[src/hdl/ksl_pkg.sv]
// ---------------------------------------------------------------------------
// ksl_pkg
// types, kind codes and keyword table for the keyword source lexer
// ---------------------------------------------------------------------------
`default_nettype none

package ksl_pkg;

   localparam int KSL_MAX_TEXT_LEN = 65536;
   localparam int TOKEN_TEXT_CAP   = 64;
   localparam int NUM_KW           = 31;
   localparam int TQ_DEPTH         = 4;
   localparam int TQ_AW            = $clog2(TQ_DEPTH);
   localparam int LIMIT_RESET      = 1024;

   localparam logic [5:0]  LEN_MAX   = 6'(TOKEN_TEXT_CAP - 1);
   localparam logic [16:0] LIMIT_TOP = 17'd65536;

   localparam logic [5:0] KIND_IDENT   = 6'd31;
   localparam logic [5:0] KIND_NUMBER  = 6'd32;
   localparam logic [5:0] KIND_STRING  = 6'd33;
   localparam logic [5:0] KIND_EQ      = 6'd34;
   localparam logic [5:0] KIND_NE      = 6'd35;
   localparam logic [5:0] KIND_LE      = 6'd36;
   localparam logic [5:0] KIND_GE      = 6'd37;
   localparam logic [5:0] KIND_ASSIGN  = 6'd38;
   localparam logic [5:0] KIND_PLUS    = 6'd39;
   localparam logic [5:0] KIND_MINUS   = 6'd40;
   localparam logic [5:0] KIND_ARROW   = 6'd41;
   localparam logic [5:0] KIND_STAR    = 6'd42;
   localparam logic [5:0] KIND_SLASH   = 6'd43;
   localparam logic [5:0] KIND_PERCENT = 6'd44;
   localparam logic [5:0] KIND_LPAREN  = 6'd45;
   localparam logic [5:0] KIND_RPAREN  = 6'd46;
   localparam logic [5:0] KIND_LBRACE  = 6'd47;
   localparam logic [5:0] KIND_RBRACE  = 6'd48;
   localparam logic [5:0] KIND_COMMA   = 6'd49;
   localparam logic [5:0] KIND_SEMI    = 6'd50;
   localparam logic [5:0] KIND_LT      = 6'd51;
   localparam logic [5:0] KIND_GT      = 6'd52;
   localparam logic [5:0] KIND_COLON   = 6'd53;
   localparam logic [5:0] KIND_LBRACK  = 6'd54;
   localparam logic [5:0] KIND_RBRACK  = 6'd55;
   localparam logic [5:0] KIND_DOT     = 6'd56;
   localparam logic [5:0] KIND_END     = 6'd57;
   localparam logic [5:0] KIND_NONE    = 6'd0;

   typedef enum logic [2:0] {
      LM_IDLE, LM_IDENT, LM_NUMBER, LM_STRING, LM_LINE, LM_BLOCK, LM_PEND
   } lex_mode_type;

   typedef struct packed {
      logic [7:0] ch;
      logic       end_of_text;
   } ksl_req_type;

   typedef struct packed {
      logic [5:0]  kind;
      logic [15:0] token_index;
      logic [15:0] start_offset;
      logic [5:0]  text_length;
      logic        overflow;
      logic        last_of_item;
   } ksl_rsp_type;

   typedef struct packed {
      logic [1:0]  num;
      ksl_rsp_type w0;
      ksl_rsp_type w1;
   } ksl_push_type;

   // keyword text, right aligned, first character in the highest used byte
   localparam logic [95:0] KW_TEXT [NUM_KW] = '{
      96'("ring"), 96'("module"), 96'("generators"), 96'("relations"),
      96'("homomorphism"), 96'("in"), 96'h696e7465676572735f6d6f64, 96'("rationals"),
      96'h66726565_5f6d6f64_756c65, 96'("define"), 96'("as"), 96'("where"),
      96'("case"), 96'("of"), 96'("recursive"), 96'h6669786564_5f706f696e74,
      96'("morphism"), 96'("endomorphism"), 96'("kernel"), 96'("image"),
      96'("compose"), 96'("apply"), 96'("map"), 96'("fold"), 96'("unfold"),
      96'("colimit"), 96'("limit"), 96'("filter"), 96'("lambda"),
      96'("with"), 96'("initial")
   };

   localparam logic [3:0] KW_LEN [NUM_KW] = '{
      4'd4, 4'd6, 4'd10, 4'd9, 4'd12, 4'd2, 4'd12, 4'd9, 4'd11, 4'd6,
      4'd2, 4'd5, 4'd4, 4'd2, 4'd9, 4'd11, 4'd8, 4'd12, 4'd6, 4'd5,
      4'd7, 4'd5, 4'd3, 4'd4, 4'd6, 4'd7, 4'd5, 4'd6, 4'd6, 4'd4, 4'd7
   };

   function automatic logic [7:0] kw_byte(input logic [4:0] k, input logic [3:0] i);
      logic [3:0]  r;
      logic [95:0] t;
      r = KW_LEN[k] - 4'd1 - i;
      t = KW_TEXT[k] >> {r, 3'b000};
      return t[7:0];
   endfunction

   function automatic logic [5:0] single_kind(input logic [7:0] c);
      logic [5:0] k;
      case (c)
         "=":     k = KIND_ASSIGN;
         "+":     k = KIND_PLUS;
         "-":     k = KIND_MINUS;
         "*":     k = KIND_STAR;
         "/":     k = KIND_SLASH;
         "%":     k = KIND_PERCENT;
         "(":     k = KIND_LPAREN;
         ")":     k = KIND_RPAREN;
         "{":     k = KIND_LBRACE;
         "}":     k = KIND_RBRACE;
         ",":     k = KIND_COMMA;
         ";":     k = KIND_SEMI;
         "<":     k = KIND_LT;
         ">":     k = KIND_GT;
         ":":     k = KIND_COLON;
         "[":     k = KIND_LBRACK;
         "]":     k = KIND_RBRACK;
         ".":     k = KIND_DOT;
         default: k = KIND_NONE;
      endcase
      return k;
   endfunction

endpackage

`default_nettype wire

[src/hdl/ksl_front.sv]
// ---------------------------------------------------------------------------
// ksl_front
// byte classifier and token former, up to two tokens per byte
// ---------------------------------------------------------------------------
`default_nettype none

module ksl_front
   import ksl_pkg::*;
#(
   parameter int MAX_TEXT_LEN = KSL_MAX_TEXT_LEN
) (
   input  wire logic         clock,
   input  wire logic         reset,
   input  wire logic         accept,
   input  wire ksl_req_type  req_data,
   input  wire logic         csr_we,
   input  wire logic [16:0]  csr_wdata,
   output ksl_push_type      push
);

   localparam int PosW = $clog2(MAX_TEXT_LEN + 1);

   lex_mode_type       mode_ff, mode_in;
   logic [7:0]         pend_ff, pend_in;
   logic               star_ff, star_in;
   logic [15:0]        start_ff, start_in;
   logic [5:0]         len_ff, len_in;
   logic [NUM_KW-1:0]  alive_ff, alive_in;
   logic [PosW-1:0]    pos_ff, pos_in;
   logic [15:0]        cnt_ff, cnt_in;
   logic               ovf_ff, ovf_in;
   logic [16:0]        limit_ff, limit_in;

   logic [16:0]        cap;
   logic [PosW+15:0]   pos_wide;
   logic [15:0]        pos16;
   logic [7:0]         c;
   logic               is_space, is_digit, is_alpha, is_word;
   logic [NUM_KW-1:0]  step_match, first_match_kw;
   logic [5:0]         ident_kind;
   logic [5:0]         flush_kind;
   logic [5:0]         flush_len;
   logic               flush_emits;
   logic [5:0]         two_kind;

   assign c        = req_data.ch;
   assign pos_wide = {16'd0, pos_ff};
   assign pos16    = pos_wide[15:0];
   assign is_space = c inside {[8'd9:8'd13], 8'd32};
   assign is_digit = c inside {["0":"9"]};
   assign is_alpha = c inside {["a":"z"], ["A":"Z"]};
   assign is_word  = is_alpha || is_digit || (c == "_");

   always_comb begin
      if (limit_ff > LIMIT_TOP) begin
         cap = LIMIT_TOP - 17'd1;
      end else if (limit_ff == 17'd0) begin
         cap = 17'd0;
      end else begin
         cap = limit_ff - 17'd1;
      end
   end

   always_comb begin
      ident_kind = KIND_IDENT;
      for (int k = 0; k < NUM_KW; k++) begin
         step_match[k]     = (len_ff < {2'b00, KW_LEN[k]}) && (kw_byte(5'(k), len_ff[3:0]) == c);
         first_match_kw[k] = (kw_byte(5'(k), 4'd0) == c);
         if (alive_ff[k] && (len_ff == {2'b00, KW_LEN[k]})) begin
            ident_kind = 6'(k);
         end
      end
   end

   always_comb begin
      flush_emits = 1'b1;
      flush_len   = len_ff;
      case (mode_ff)
         LM_IDENT:  flush_kind = ident_kind;
         LM_NUMBER: flush_kind = KIND_NUMBER;
         LM_STRING: flush_kind = KIND_STRING;
         LM_PEND: begin
            flush_kind  = single_kind(pend_ff);
            flush_len   = 6'd1;
            flush_emits = (pend_ff != "!");
         end
         default: begin
            flush_kind  = KIND_NONE;
            flush_emits = 1'b0;
         end
      endcase
   end

   always_comb begin
      two_kind = KIND_NONE;
      if (c == "=") begin
         case (pend_ff)
            "=":     two_kind = KIND_EQ;
            "!":     two_kind = KIND_NE;
            "<":     two_kind = KIND_LE;
            ">":     two_kind = KIND_GE;
            default: two_kind = KIND_NONE;
         endcase
      end else if ((c == ">") && (pend_ff == "-")) begin
         two_kind = KIND_ARROW;
      end
   end

   // next state and token emission
   always_comb begin
      logic [16:0]  cnt;
      logic         ovf;
      logic         e0_v, e1_v, do_flush, do_start;
      ksl_rsp_type  e0, e1;

      mode_in  = mode_ff;
      pend_in  = pend_ff;
      star_in  = star_ff;
      start_in = start_ff;
      len_in   = len_ff;
      alive_in = alive_ff;
      pos_in   = pos_ff;
      limit_in = csr_we ? csr_wdata : limit_ff;
      cnt      = {1'b0, cnt_ff};
      ovf      = ovf_ff;
      e0_v     = 1'b0;
      e1_v     = 1'b0;
      do_flush = 1'b0;
      do_start = 1'b0;
      e0       = '0;
      e1       = '0;

      if (accept) begin
         if (req_data.end_of_text) begin
            if (!ovf && (cnt < cap) && flush_emits) begin
               e0_v           = 1'b1;
               e0.kind        = flush_kind;
               e0.token_index = cnt[15:0];
               e0.start_offset = start_ff;
               e0.text_length = flush_len;
               cnt            = cnt + 17'd1;
               ovf            = (cnt >= cap);
            end
            e1_v            = 1'b1;
            e1.kind         = KIND_END;
            e1.token_index  = cnt[15:0];
            e1.start_offset = pos16;
            e1.overflow     = ovf || (cnt >= cap);
            mode_in  = LM_IDLE;
            pend_in  = '0;
            star_in  = 1'b0;
            start_in = '0;
            len_in   = '0;
            alive_in = '1;
            pos_in   = '0;
            cnt      = '0;
            ovf      = 1'b0;
         end else if (ovf || (cnt >= cap)) begin
            ovf = 1'b1;
         end else if (pos_ff < PosW'(MAX_TEXT_LEN)) begin
            pos_in = pos_ff + PosW'(1);
            case (mode_ff)
               LM_IDENT: begin
                  if (is_word) begin
                     if (len_ff < LEN_MAX) begin
                        alive_in = alive_ff & step_match;
                        len_in   = len_ff + 6'd1;
                     end
                  end else begin
                     do_flush = 1'b1;
                     do_start = 1'b1;
                  end
               end
               LM_NUMBER: begin
                  if (is_digit) begin
                     if (len_ff < LEN_MAX) len_in = len_ff + 6'd1;
                  end else begin
                     do_flush = 1'b1;
                     do_start = 1'b1;
                  end
               end
               LM_STRING: begin
                  if (c == "\"") begin
                     do_flush = 1'b1;
                  end else if (len_ff < LEN_MAX) begin
                     len_in = len_ff + 6'd1;
                  end
               end
               LM_LINE: begin
                  if (c == 8'd10) mode_in = LM_IDLE;
               end
               LM_BLOCK: begin
                  if (star_ff && (c == "/")) begin
                     mode_in = LM_IDLE;
                  end else begin
                     star_in = (c == "*");
                  end
               end
               LM_PEND: begin
                  if ((pend_ff == "/") && (c == "/")) begin
                     mode_in = LM_LINE;
                  end else if ((pend_ff == "/") && (c == "*")) begin
                     mode_in = LM_BLOCK;
                     star_in = 1'b0;
                  end else if (two_kind != KIND_NONE) begin
                     mode_in         = LM_IDLE;
                     e0_v            = 1'b1;
                     e0.kind         = two_kind;
                     e0.token_index  = cnt[15:0];
                     e0.start_offset = start_ff;
                     e0.text_length  = 6'd2;
                     cnt             = cnt + 17'd1;
                     ovf             = (cnt >= cap);
                  end else begin
                     do_flush = 1'b1;
                     do_start = 1'b1;
                  end
               end
               default: begin
                  mode_in  = LM_IDLE;
                  do_start = 1'b1;
               end
            endcase

            if (do_flush) begin
               mode_in = LM_IDLE;
               if (flush_emits) begin
                  if (cnt >= cap) begin
                     ovf = 1'b1;
                  end else begin
                     e0_v            = 1'b1;
                     e0.kind         = flush_kind;
                     e0.token_index  = cnt[15:0];
                     e0.start_offset = start_ff;
                     e0.text_length  = flush_len;
                     cnt             = cnt + 17'd1;
                     ovf             = (cnt >= cap);
                  end
               end
            end

            if (do_start && !ovf) begin
               if (is_space) begin
                  mode_in = mode_in;
               end else if (is_alpha || (c == "_")) begin
                  mode_in  = LM_IDENT;
                  start_in = pos16;
                  len_in   = 6'd1;
                  alive_in = first_match_kw;
               end else if (is_digit) begin
                  mode_in  = LM_NUMBER;
                  start_in = pos16;
                  len_in   = 6'd1;
               end else if (c == "\"") begin
                  mode_in  = LM_STRING;
                  start_in = pos16 + 16'd1;
                  len_in   = 6'd0;
               end else if (c inside {"/", "=", "!", "<", ">", "-"}) begin
                  mode_in  = LM_PEND;
                  pend_in  = c;
                  start_in = pos16;
               end else if (single_kind(c) != KIND_NONE) begin
                  if (cnt >= cap) begin
                     ovf = 1'b1;
                  end else begin
                     e1_v            = 1'b1;
                     e1.kind         = single_kind(c);
                     e1.token_index  = cnt[15:0];
                     e1.start_offset = pos16;
                     e1.text_length  = 6'd1;
                     cnt             = cnt + 17'd1;
                     ovf             = (cnt >= cap);
                  end
               end
            end
         end
      end

      cnt_in = cnt[15:0];
      ovf_in = ovf;

      push.num = {1'b0, e0_v} + {1'b0, e1_v};
      push.w1  = e1;
      push.w1.last_of_item = 1'b1;
      push.w0  = e0_v ? e0 : e1;
      push.w0.last_of_item = !(e0_v && e1_v);
   end

   always_ff @(posedge clock) begin
      if (reset) begin
         mode_ff  <= LM_IDLE;
         pend_ff  <= '0;
         star_ff  <= 1'b0;
         start_ff <= '0;
         len_ff   <= '0;
         alive_ff <= '1;
         pos_ff   <= '0;
         cnt_ff   <= '0;
         ovf_ff   <= 1'b0;
         limit_ff <= 17'(LIMIT_RESET);
      end else begin
         mode_ff  <= mode_in;
         pend_ff  <= pend_in;
         star_ff  <= star_in;
         start_ff <= start_in;
         len_ff   <= len_in;
         alive_ff <= alive_in;
         pos_ff   <= pos_in;
         cnt_ff   <= cnt_in;
         ovf_ff   <= ovf_in;
         limit_ff <= limit_in;
      end
   end

endmodule

`default_nettype wire

[src/hdl/ksl_tokq.sv]
// ---------------------------------------------------------------------------
// ksl_tokq
// token queue, up to two words in and one word out per cycle while rsp_stall is low
// ---------------------------------------------------------------------------
`default_nettype none

module ksl_tokq
   import ksl_pkg::*;
(
   input  wire logic          clock,
   input  wire logic          reset,
   input  wire ksl_push_type  push,
   output logic              full,
   output logic              rsp_valid,
   input  wire logic          rsp_stall,
   output ksl_rsp_type       rsp_data
);

   ksl_rsp_type       q_ff [TQ_DEPTH];
   ksl_rsp_type       q_in [TQ_DEPTH];
   logic [TQ_AW-1:0]  wr_ff, wr_in, rd_ff, rd_in;
   logic [TQ_AW:0]    cnt_ff, cnt_in;
   logic              pop;
   logic [TQ_AW-1:0]  wr_next;

   assign rsp_valid = (cnt_ff != '0);
   assign rsp_data  = q_ff[rd_ff];
   assign pop       = rsp_valid && !rsp_stall;
   assign full      = (cnt_ff > (TQ_AW+1)'(TQ_DEPTH - 2));
   assign wr_next   = wr_ff + TQ_AW'(1);

   always_comb begin
      q_in = q_ff;
      if (push.num != 2'd0) q_in[wr_ff] = push.w0;
      if (push.num == 2'd2) q_in[wr_next] = push.w1;
      wr_in  = wr_ff + TQ_AW'(push.num);
      rd_in  = rd_ff + TQ_AW'(pop);
      cnt_in = cnt_ff + (TQ_AW+1)'(push.num) - (TQ_AW+1)'(pop);
   end

   always_ff @(posedge clock) begin
      q_ff <= q_in;
      if (reset) begin
         wr_ff  <= '0;
         rd_ff  <= '0;
         cnt_ff <= '0;
      end else begin
         wr_ff  <= wr_in;
         rd_ff  <= rd_in;
         cnt_ff <= cnt_in;
      end
   end

endmodule

`default_nettype wire

[src/hdl/keyword_source_lexer.sv]
// ---------------------------------------------------------------------------
// keyword_source_lexer
// streaming tokenizer: byte in, kind/index/offset/length word out
// ---------------------------------------------------------------------------
//  port group  dir  handshake           word
//  req_        in   req_valid/req_stall ksl_req_type (ch, end_of_text)
//  rsp_        out  rsp_valid/rsp_stall ksl_rsp_type (kind .. last_of_item)
//  csr_        in   csr_we              token limit, 17 bits
//
// one byte taken per cycle while req_stall is low; each byte yields zero to two tokens
// tokens leave one per cycle while rsp_stall is low, from a four-word queue behind the lexer
// req_stall is high while the queue holds more than two words
// synchronous reset; the token limit resets to 1024
// ---------------------------------------------------------------------------
`default_nettype none

module keyword_source_lexer
   import ksl_pkg::*;
#(
   parameter int MAX_TEXT_LEN = KSL_MAX_TEXT_LEN
) (
   input  wire logic         clock,
   input  wire logic         reset,
   input  wire logic         req_valid,
   output logic             req_stall,
   input  wire ksl_req_type  req_data,
   output logic             rsp_valid,
   input  wire logic         rsp_stall,
   output ksl_rsp_type      rsp_data,
   input  wire logic         csr_we,
   input  wire logic [16:0]  csr_wdata
);

   ksl_push_type push;
   logic         full;
   logic         accept;

   assign req_stall = full;
   assign accept    = req_valid && !full;

   ksl_front #(
      .MAX_TEXT_LEN (MAX_TEXT_LEN)
   ) u_front (
      .clock     (clock),
      .reset     (reset),
      .accept    (accept),
      .req_data  (req_data),
      .csr_we    (csr_we),
      .csr_wdata (csr_wdata),
      .push      (push)
   );

   ksl_tokq u_tokq (
      .clock     (clock),
      .reset     (reset),
      .push      (push),
      .full      (full),
      .rsp_valid (rsp_valid),
      .rsp_stall (rsp_stall),
      .rsp_data  (rsp_data)
   );

endmodule

`default_nettype wire

[config.mk]
export PLATFORM = sky130hd
export DESIGN_NAME = keyword_source_lexer
export DESIGN_NICKNAME = d
export VERILOG_FILES = /design/src/hdl/ksl_pkg.sv /design/src/hdl/ksl_front.sv /design/src/hdl/ksl_tokq.sv /design/src/hdl/keyword_source_lexer.sv
export SDC_FILE = /design/constraint.sdc
export NUM_CORES = 1
export LEC_CHECK = 0
export BUFFER_PORTS_ARGS = -buffer_cell sky130_fd_sc_hd__buf_2
export CAP_MARGIN = 0
export CORE_ASPECT_RATIO = 0.75
export CORE_UTILIZATION = 30
export DETAILED_ROUTE_END_ITERATION = 8
export PLACE_DENSITY = 0.55
export SYNTH_ARGS = -nofsm -noshare
export SYNTH_HDL_FRONTEND = slang
export SYNTH_SLANG_ARGS = --single-unit
[constraint.sdc]
create_clock -name clock -period 12.2 [get_ports clock]
set_input_delay 1.22 -clock clock [delete_from_list [all_inputs] [get_ports clock]]
set_output_delay 1.22 -clock clock [all_outputs]
set_load 0.02 [all_outputs]
## Word-level counts from Yosys, hierarchy flattened

Cells that the tools add are included.

| cells by class | value |
|---|---|
| mux-type cells | 249 |
| bitwise gates (word level) | 4 |
| magnitude comparators | 36 |
| add/subtract/negate cells | 24 |
| shift-type cells | 31 |
| equality and inequality tests | 115 |
| reduce and logical (&&, ||, !) cells | 109 |

Operators with widths:

| operator | number |
|---|---|
| 2-to-1 mux 44 bit | 22 |
| 2-to-1 mux 17 bit | 23 |
| bitwise mux 184 bit | 2 |
| 2-to-1 mux 184 bit | 2 |
| 2-to-1 mux 16 bit | 20 |
| right shift 95 x 7 -> 8 bit, first input constant | 3 |
| right shift 47 x 7 -> 8 bit, first input constant | 6 |
| 2-to-1 mux 31 bit | 9 |
| equality test 8 x 6 -> 1 bit, second input constant | 32 |
| equality test 8 bit | 31 |
| 2-to-1 mux 46 bit | 5 |
| case mux 6 bit (18 select lines) | 2 |
| right shift 71 x 7 -> 8 bit, first input constant | 3 |
| demux 46 bit (select 2 bit) | 2 |
| right shift 87 x 7 -> 8 bit, first input constant | 2 |
| right shift 55 x 7 -> 8 bit, first input constant | 3 |
| 2-to-1 mux 6 bit | 26 |
| right shift 39 x 7 -> 8 bit, first input constant | 4 |
| 2-to-1 mux 5 bit | 31 |
| right shift 31 x 7 -> 8 bit, first input constant | 4 |
| equality test 7 x 8 -> 1 bit, first input constant | 15 |
| >= comparator 17 bit | 6 |
| binary-select mux 46 bit (select 2 bit) | 1 |
| right shift 79 x 7 -> 8 bit, first input constant | 1 |
| 74 further kinds | 313 |

| storage, ports and cells | value |
|---|---|
| flip-flop bits (word level) | 307 |
| word-level logic and storage cells | 605 |
| input port bits | 31 |
| output and inout bits | 48 |

## Longest topological paths before layout

Gate-level depths: netlist (run 1).

| depth | value |
|---|---|
| depth after elaboration | 47 |
| gate-level depth with buffers | 45 |
| depth with buffers taken out | 37 |

## Hierarchy

Synthesis (run 1) repeated with hierarchy kept, for this count alone.

| second synthesis, totals | value |
|---|---|
| cell total of the unflattened synthesis | 3619 |
| area total of the unflattened synthesis | 26865.8 um2 |

Modules (own cells, without submodules):

| module | cells an instance | times used | sequential area each (um2) | area each (um2) |
|---|---|---|---|---|
| ksl_front | 2536 | 1 | 2322.2 | 17485.5 |
| ksl_tokq | 1082 | 1 | 3823.7 | 9366.5 |
| keyword_source_lexer | 1 | 1 | 0.0 | 13.8 |

## Least setup slack after synthesis (run 1)

OpenSTA, ideal clock, no wires.

| timing path | value |
|---|---|
| path type | input-to-reg |
| from | input port req_data[8] in the netlist's numbering |
| to | register u_tokq.q_ff[122] in the netlist's numbering |
| arrival | 9482 ps |
| setup time | 142 ps |
| stages | 40 |
| buffers on the path | 11 |
| data required time | 12058 ps |
| slack | 2576 ps |
| cells stage by stage | buf_2 or4b_1 buf_2 or4_4 o21ai_4 nor3_4 buf_6 nand2_1 xor2_1 inv_1 ha_1 a2111oi_0 o21ai_0 a211oi_1 and3_1 o21a_1 buf_2 nand3_1 [... 4 more ...] a21oi_1 o41ai_1 a31oi_1 or2_2 clkbuf_1 nor3_2 o21a_1 buf_2 buf_2 inv_1 ha_1 clkbuf_1 or3b_2 clkbuf_1 o21ai_0 clkbuf_1 buf_2 a22oi_1 |

RTL lines:

| item | line | source |
|---|---|---|
| start: declaration | keyword_source_lexer.sv:26 | `input wire ksl_req_type req_data,` |
| end signal: assignment | ksl_tokq.sv:42 | `q_ff <= q_in;` |
| end: declaration | ksl_tokq.sv:19 | `ksl_rsp_type q_ff [TQ_DEPTH];` |

==> flow_summary.json, run 1 <==
{
  "status": "completed",
  "netlist_area_sq_um": 25100,
  "antenna_found_initial": 7,
  "grt_setup_unrepaired": "false",
  "grt.total_usage": 0.237,
  "power_density_nw_per_um2": 127,
  "leakage_nw": 10.6,
  "peakVddDrop_mv": 0.0745,
  "die-area_sq_um": 84900,
  "stdcell_area_sq_um": 27800,
  "synthArstFlopShare": 0,
  "drive_above_1_share": 0.107,
  "synth_ff_type": "dfxtp_1",
  "grt_pass1_wl_um": 156000,
  "yosys_warnings": 0,
  "clockBufferDepth": 3,
  "final-hold-violation-count": 0,
  "dieWidth_um": 336,
  "ys_ff_latch": 307,
  "fin_tns_setup_ns": 0,
  "synth_edf_count": 0,
  "cts_tree": "done",
  "clock_skew_ns": 0.0256,
  "finalCriticalPeriod_ns": 10.91,
  "portBuffers": 78,
  "start_util": 0.304,
  "maxCapViolCount": 0,
  "worst-setup-path-type": "flip-flop to flip-flop",
  "die_h_um": 253,
  "timing.final.crit_share": 0.894,
  "grt_max_degree": 67,
  "yosysSeqAreaShare": 0.245,
  "dp_hpwl_um": 74000,
  "drc_errors": 0,
  "wire_per_inst_um": 23.9,
  "post-route-util": 0.337,
  "synthDistinctLibCells": 98,
  "worst_skew_pair.late_latency_ns": 0.57,
  "fin_hold_ws_ns": 0.453,
  "htree_levels": 2,
  "drt_iter0_markers": 3607,
  "required_ns": 12.59,
  "ctsHoldBuffers": 0,
  "placed_area_sq_um": 26600,
  "synthTopCellsByArea": "dfxtp_1 24%, ha_1 8.0%, xnor2_1 5.6%",
  "clkSlewWorstSetupHoldPaths_ns": 0.07,
  "synth_top_area_frac": 0.245,
  "layout.nets": 3411,
  "cp-start-kind": "flip-flop",
  "n_fill_cell": 8757,
  "postRouteAntennaNets": 0,
  "cp_common_cell": "ha_1",
  "clock_sinks": 307,
  "syn_inst": 3283,
  "synth_area_per_cell_sq_um": 7.65,
  "grt_pass1_vias": 23725,
  "vias": 26474,
  "syn2layout_area_growth_pct": 10.8,
  "cp_slowest_cell": "or4b_1",
  "arrival_ns": 11.30,
  "setup_viol": 0,
  "boundaryPins": 79,
  "slowest_delay_ns": 0.79,
  "row_count": 91,
  "reg2reg_slack_ns": 1.29,
  "routabilityCongestion": 0.963,
  "min_path_type": "flip-flop to flip-flop",
  "grt-ovfl-total": 0,
  "slew_violations": 0,
  "drt_first_pass_iters": 6,
  "slew_headroom": 0.133,
  "cts_setup_buffers": 0,
  "critPathMaxFanout": 54,
  "numCtsBuffers": 36,
  "max_freq_mhz": 91.7,
  "cp-end-kind": "flip-flop",
  "synth_top_cell_by_area": "dfxtp_1",
  "viasPerCell": 6.07,
  "wirelength_um": 104000,
  "post_cts_resized": 0,
  "clockRootBuffer": "clkbuf_16",
  "coreArea_sq_um": 82500,
  "worst_slew_pin_slew_ns": 1.30
}
## per-layer routing
layer / vias up / part of all wire / GRT usage
met3: 171 / 0.11 / 0.0570
li1: 12077 / - / -
met5: - / 0.00029 / 0
met2: 1519 / 0.40 / 0.329
met1: 12703 / 0.47 / 0.360
met4: 4 / 0.023 / 0.0573
## synth_stat cells, types with 35 or more instances
library cell  count
nand4_1          61
a21oi_1         278
and3_1           35
buf_1            35
nor4_1           38
dfxtp_1         307
nand3_1         120
o21ai_0         214
a31oi_1          37
o22ai_1         112
a32oi_1          50
nor2_1          254
a22oi_1         112
xor2_1           57
xnor2_1         160
nor3_1           77
clkbuf_1        214
mux4_2           46
ha_1            160
inv_1            68
nand2_1         343
## area by class of cell
class	count	area, sq um	area share
antenna	1	2.50	0.0000899
clock buffer	50	1020	0.0368
clock inverter	12	188	0.00674
inverter	78	293	0.0105
multi-input combinational	2631	17700	0.637
sequential	307	6150	0.221
tap	1116	1400	0.0502
timing repair buffer	165	1060	0.0379
## path summary, 6_finish.rpt
path / start / to / depth (start not counted)
worst min register to register: u_tokq.q_ff[96] / u_tokq.q_ff[96] / 2
worst min-delay path: u_tokq.q_ff[96] / u_tokq.q_ff[96] / 2
worst max register to register: u_front.pend_ff[4] / u_tokq.q_ff[62] / 37
worst max-delay path: u_front.pend_ff[4] / u_tokq.q_ff[62] / 37
## worst max-delay path, delay by kind of cell (launching register included)
family / cells / cell delay, ns
adder cells (fa/ha/maj): 4 / 1.36
flip-flops: 1 / 0.44
buffers and inverters: 5 / 1.14
AO/OA/AOI/OAI: 13 / 2.87
XOR/XNOR: 1 / 0.37
AND/OR/NAND/NOR: 14 / 4.53
## kinds of logic (layout without fill, tap and decap cells)
logic type	after synthesis	after routing	synth area share
mux	82	82	0.0565
other cells	1	7	0.000149
simple gates	1109	1109	0.216
fa+ha+maj	162	162	0.0809
buf+inv	350	305	0.0543
flops	307	307	0.245
xor+xnor	224	224	0.0806
compound gates	1048	1048	0.267
## cells in the final DEF (no fill, tap or decap), types with 9 or more instances in the layout
master and instances:
and2_1 16, nand2_1 343, a22o_1 16, a32oi_1 50, nor3_1 73, and3_1 35, mux4_2 46, ha_1 160
mux2i_1 29, buf_2 78, o21ai_1 10, a21o_1 20, nand4_1 61, xor2_1 57, nor2b_1 33, o211ai_1 18
a211oi_1 12, or2_2 11, clkbuf_16 36, dfxtp_1 305, or4_1 11, nor4_1 38, a22oi_1 112, xnor2_1 160
o32ai_1 12, nand3_1 120, inv_1 68, a21oi_1 277, o21ai_0 211, nand3b_1 19, o31ai_1 11, nand2b_1 22
o21a_1 27, a31oi_1 37, o2111ai_1 9, nor2_1 250, or3_1 15, a41oi_1 10, buf_4 86, o22ai_1 112
## power by group
part | switching, mW | leakage (nW) | internal [mW]
logic | 0.688 | 7.48 | 0.439
registers | 0.0934 | 2.50 | 1.15
clock network | 0.483 | 0.587 | 0.674
## per-stage QoR
step / setup slack (ns) / cells / total power [mW]
4_1_cts: 1.53 / 4359 / 3.52
6_report: 1.29 / 4360 / 3.53
3_5_place_dp: 1.06 / 4297 / 2.37
3_3_place_gp: 1.27 / 4297 / 2.37
5_1_grt: 0.772 / 4359 / 3.68
2_1_floorplan: 2.58 / 3288 / 1.99
## flip-flops by register name, summed over array words and instances, names as in the netlist
register	count
u_tokq.wr_ff	2
u_tokq.rd_ff	2
u_front.limit_ff	17
u_front.star_ff	1
u_tokq.q_ff	184
u_front.len_ff	6
u_front.pos_ff	17
u_front.pend_ff	8
u_front.start_ff	16
u_front.ovf_ff	1
u_front.mode_ff	3
u_front.cnt_ff	16
u_front.alive_ff	31
u_tokq.cnt_ff	3
No activity file was read; power rests on OpenSTA's default activity.
==> run 2, diff against run 1 <==
--- a/config.mk
+++ b/config.mk
@@ -5,12 +5,15 @@
 export SDC_FILE = /design/constraint.sdc
 export NUM_CORES = 1
 export LEC_CHECK = 0
+export ABC_AREA = 1
 export BUFFER_PORTS_ARGS = -buffer_cell sky130_fd_sc_hd__buf_2
 export CAP_MARGIN = 0
+export CELL_PAD_IN_SITES_DETAIL_PLACEMENT = 1
+export CELL_PAD_IN_SITES_GLOBAL_PLACEMENT = 2
 export CORE_ASPECT_RATIO = 0.75
 export CORE_UTILIZATION = 30
 export DETAILED_ROUTE_END_ITERATION = 8
-export PLACE_DENSITY = 0.55
+export PLACE_DENSITY = 0.82
 export SYNTH_ARGS = -nofsm -noshare
 export SYNTH_HDL_FRONTEND = slang
 export SYNTH_SLANG_ARGS = --single-unit
==> run 2 against run 1 <==
  * Via count up 5.7%
  * Cell count up 15%
  * Register-to-register slack better by 1.1 ns
  * Routed wire length up 4.9%
==> flow_summary.json, run 2 <==
{
  "cp_common_cell": "inv_2",
  "final_cell_mix": "794 x nand2_1, 403 x nor2_1, 387 x inv_1",
  "peakVddDrop_mv": 0.0700,
  "drc_errors": 0,
  "leakage_nw": 12.4,
  "syn2layout_area_growth_pct": 10.7,
  "cp-start-kind": "input port",
  "post-route-util": 0.337,
  "routabilityCongestion": 0.970,
  "top_regs": "u_tokq.q_ff (184), u_front.alive_ff (31)",
  "slew_headroom": 0.170,
  "clockBufferDepth": 3,
  "worst_slew_pin_slew_ns": 1.24,
  "max_freq_mhz": 96.0,
  "vias": 27977,
  "ys_ff_latch": 307,
  "required_ns": 12.61,
  "wirelength_um": 109000,
  "start_util": 0.304,
  "hold_depth": 2,
  "crit_family": "simple AND/OR/NAND/NOR gates",
  "grt_busiest_layer": "met2",
  "status": "completed",
  "boundaryPins": 79,
  "final_common_cell": "nand2_1",
  "portBuffers": 78,
  "wire_per_inst_um": 21.7,
  "worst_skew_pair.late_latency_ns": 0.57,
  "r2r_cells": 38,
  "cp-end-kind": "flip-flop",
  "grt_setup_unrepaired": "false",
  "dp_hpwl_um": 78500,
  "r2r_end": "u_tokq.q_ff[96]",
  "grt.total_usage": 0.253,
  "postRouteAntennaNets": 0,
  "dieWidth_um": 336,
  "min_path_type": "flip-flop to flip-flop",
  "drt_first_pass_iters": 6,
  "grt_max_degree": 76,
  "slowest_delay_ns": 0.99,
  "syn_inst": 3927,
  "synth_top_cell_by_area": "dfxtp_1",
  "finalCriticalPeriod_ns": 10.42,
  "reg2reg_slack_ns": 2.35,
  "slew_violations": 0,
  "worst-setup-path-type": "input port to flip-flop",
  "synthTopCellsByArea": "dfxtp_1 25%, nand2_1 12%, ha_1 8.0%",
  "synth_edf_count": 0,
  "post_cts_resized": 0,
  "layout.nets": 4078,
  "final-hold-violation-count": 0,
  "viasPerCell": 5.56,
  "grt_use_met3": 0.0260,
  "grt-ovfl-total": 0,
  "synthDistinctLibCells": 72,
  "antenna_found_initial": 0,
  "grt_use_met2": 0.400,
  "largest_reg_flops": 184,
  "p_total_mw": 4.11,
  "synth_ff_type": "dfxtp_1",
  "cts_tree": "done",
  "fin_tns_setup_ns": 0,
  "row_count": 91,
  "power_density_nw_per_um2": 148,
  "netlist_area_sq_um": 25100,
  "setup_viol": 0,
  "coreArea_sq_um": 82400,
  "critPathBufInv": 11,
  "clock_skew_ns": 0.0268,
  "synthArstFlopShare": 0,
  "r2r-start": "u_front.cnt_ff[0]",
  "cts_setup_buffers": 0,
  "die_h_um": 252,
  "yosysSeqAreaShare": 0.245,
  "drt_iter0_markers": 2465,
  "maxCapViolCount": 0,
  "grt_use_met1": 0.363,
  "antennaDiodeCount": 0,
  "ctsHoldBuffers": 0,
  "synth_top_area_frac": 0.245,
  "grt_pass1_vias": 27684,
  "yosys_warnings": 0,
  "die-area_sq_um": 84700,
  "synth_area_per_cell_sq_um": 6.38,
  "drive_above_1_share": 0.0795,
  "dp_slack_ns": 1.32,
  "setup_ws_ns": 1.78,
  "clkSlewWorstSetupHoldPaths_ns": 0.06,
  "holdPathEnd": "u_front.alive_ff[14]",
  "critPathMaxFanout": 50,
  "worst_hold_startpoint": "u_front.alive_ff[14]",
  "arrival_ns": 10.82,
  "cp_slowest_cell": "nor2_2",
  "clockRootBuffer": "clkbuf_16",
  "htree_levels": 2,
  "yosysMostFrequentCell": "nand2_1",
  "clock_sinks": 307,
  "timing.final.crit_share": 0.854,
  "synthTopCellsByCount": "797 x nand2_1, 410 x nor2_1, 390 x inv_1, 386 x a21oi_1, 348 x o21ai_0",
  "grt_pass1_wl_um": 167000,
  "regMostFlops": "u_tokq.q_ff",
  "numCtsBuffers": 38
}
[run 2: changes by cell type in the layout (fill, tap and decap cells not counted), sizes merged, moves of 49 or more]
cell / change
a32oi: -50
o21ai: +178
a21oi: +109
xor2: +55
nand2: +465
o22ai: -49
nor2: +177
inv: +351
xnor2: -159
a22oi: +51
[run 2: kinds of logic after synthesis]
| family | count (synthesis) | synth area share |
|---|---|---|
| xor gates and xnor gates | 120 | 0.0425 |
| AOI/OAI and AO/OA | 1178 | 0.277 |
| other | 1 | 0.000150 |
| adders and majority gates | 161 | 0.0807 |
| DFF | 307 | 0.245 |
| muxes | 3 | 0.00120 |
| and+or+nand+nor | 1520 | 0.256 |
| buffers and inverters | 637 | 0.0973 |
[run 2: per-layer routing]
metal  share of wire  wire [um]
met2            0.44      48100
met4           0.024       2630
met5               0          0
met1            0.48      51900
met3           0.060       6530
[run 2: power breakdown]
group          leakage (nW)  internal, mW  switching, mW  total [mW]
clock network         0.623         0.710          0.499        1.21
registers              2.51          1.25          0.138        1.39
logic                  9.22         0.479           1.03        1.51
total                  12.4          2.44           1.66        4.11
[run 2: worst max path at each step]
stage                           start  cells after the start         endpoint  slack [ns]
final                     req_data[4]                     39  u_tokq.q_ff[96]        1.78
after global routing      req_data[4]                     44  u_tokq.q_ff[79]        0.97
after CTS                 req_data[4]                     40  u_tokq.q_ff[80]        1.89
after detailed placement  req_data[4]                     40  u_tokq.q_ff[80]        1.32
after global placement    req_data[4]                     39  u_tokq.q_ff[99]        1.61
after floorplan           req_data[7]                     46  u_tokq.q_ff[24]        4.63
[run 2: cell type report]
| class | count | area (sq um) |
|---|---|---|
| multi-input cells | 2988 | 16600 |
| inverters | 430 | 1620 |
| clock inverters | 12 | 164 |
| flip-flops and latches | 307 | 6150 |
| fillers | 10666 | 54700 |
| repair buffers | 121 | 726 |
| well taps | 1116 | 1400 |
| clock buffers | 56 | 1130 |
[run 2: worst register-to-register path, delay by kind of cell, from the launching register on]
family	cells	cell delay, ns
XOR/XNOR	1	0.33
AO/OA/AOI/OAI	7	1.72
flip-flops	1	0.49
AND/OR/NAND/NOR	20	3.99
buffers and inverters	6	1.71
adder cells (fa/ha/maj)	4	1.45
[run 2: through the flow]
step                      instances  hold WS [ns]  instance area (sq um)
final                          5030         0.452                  27800
after global routing           5030         0.479                  27800
after global placement         4962         0.440                  26500
after floorplan                3932         0.425                  25100
after CTS                      5030         0.452                  27800
after detailed placement       4962         0.442                  26500
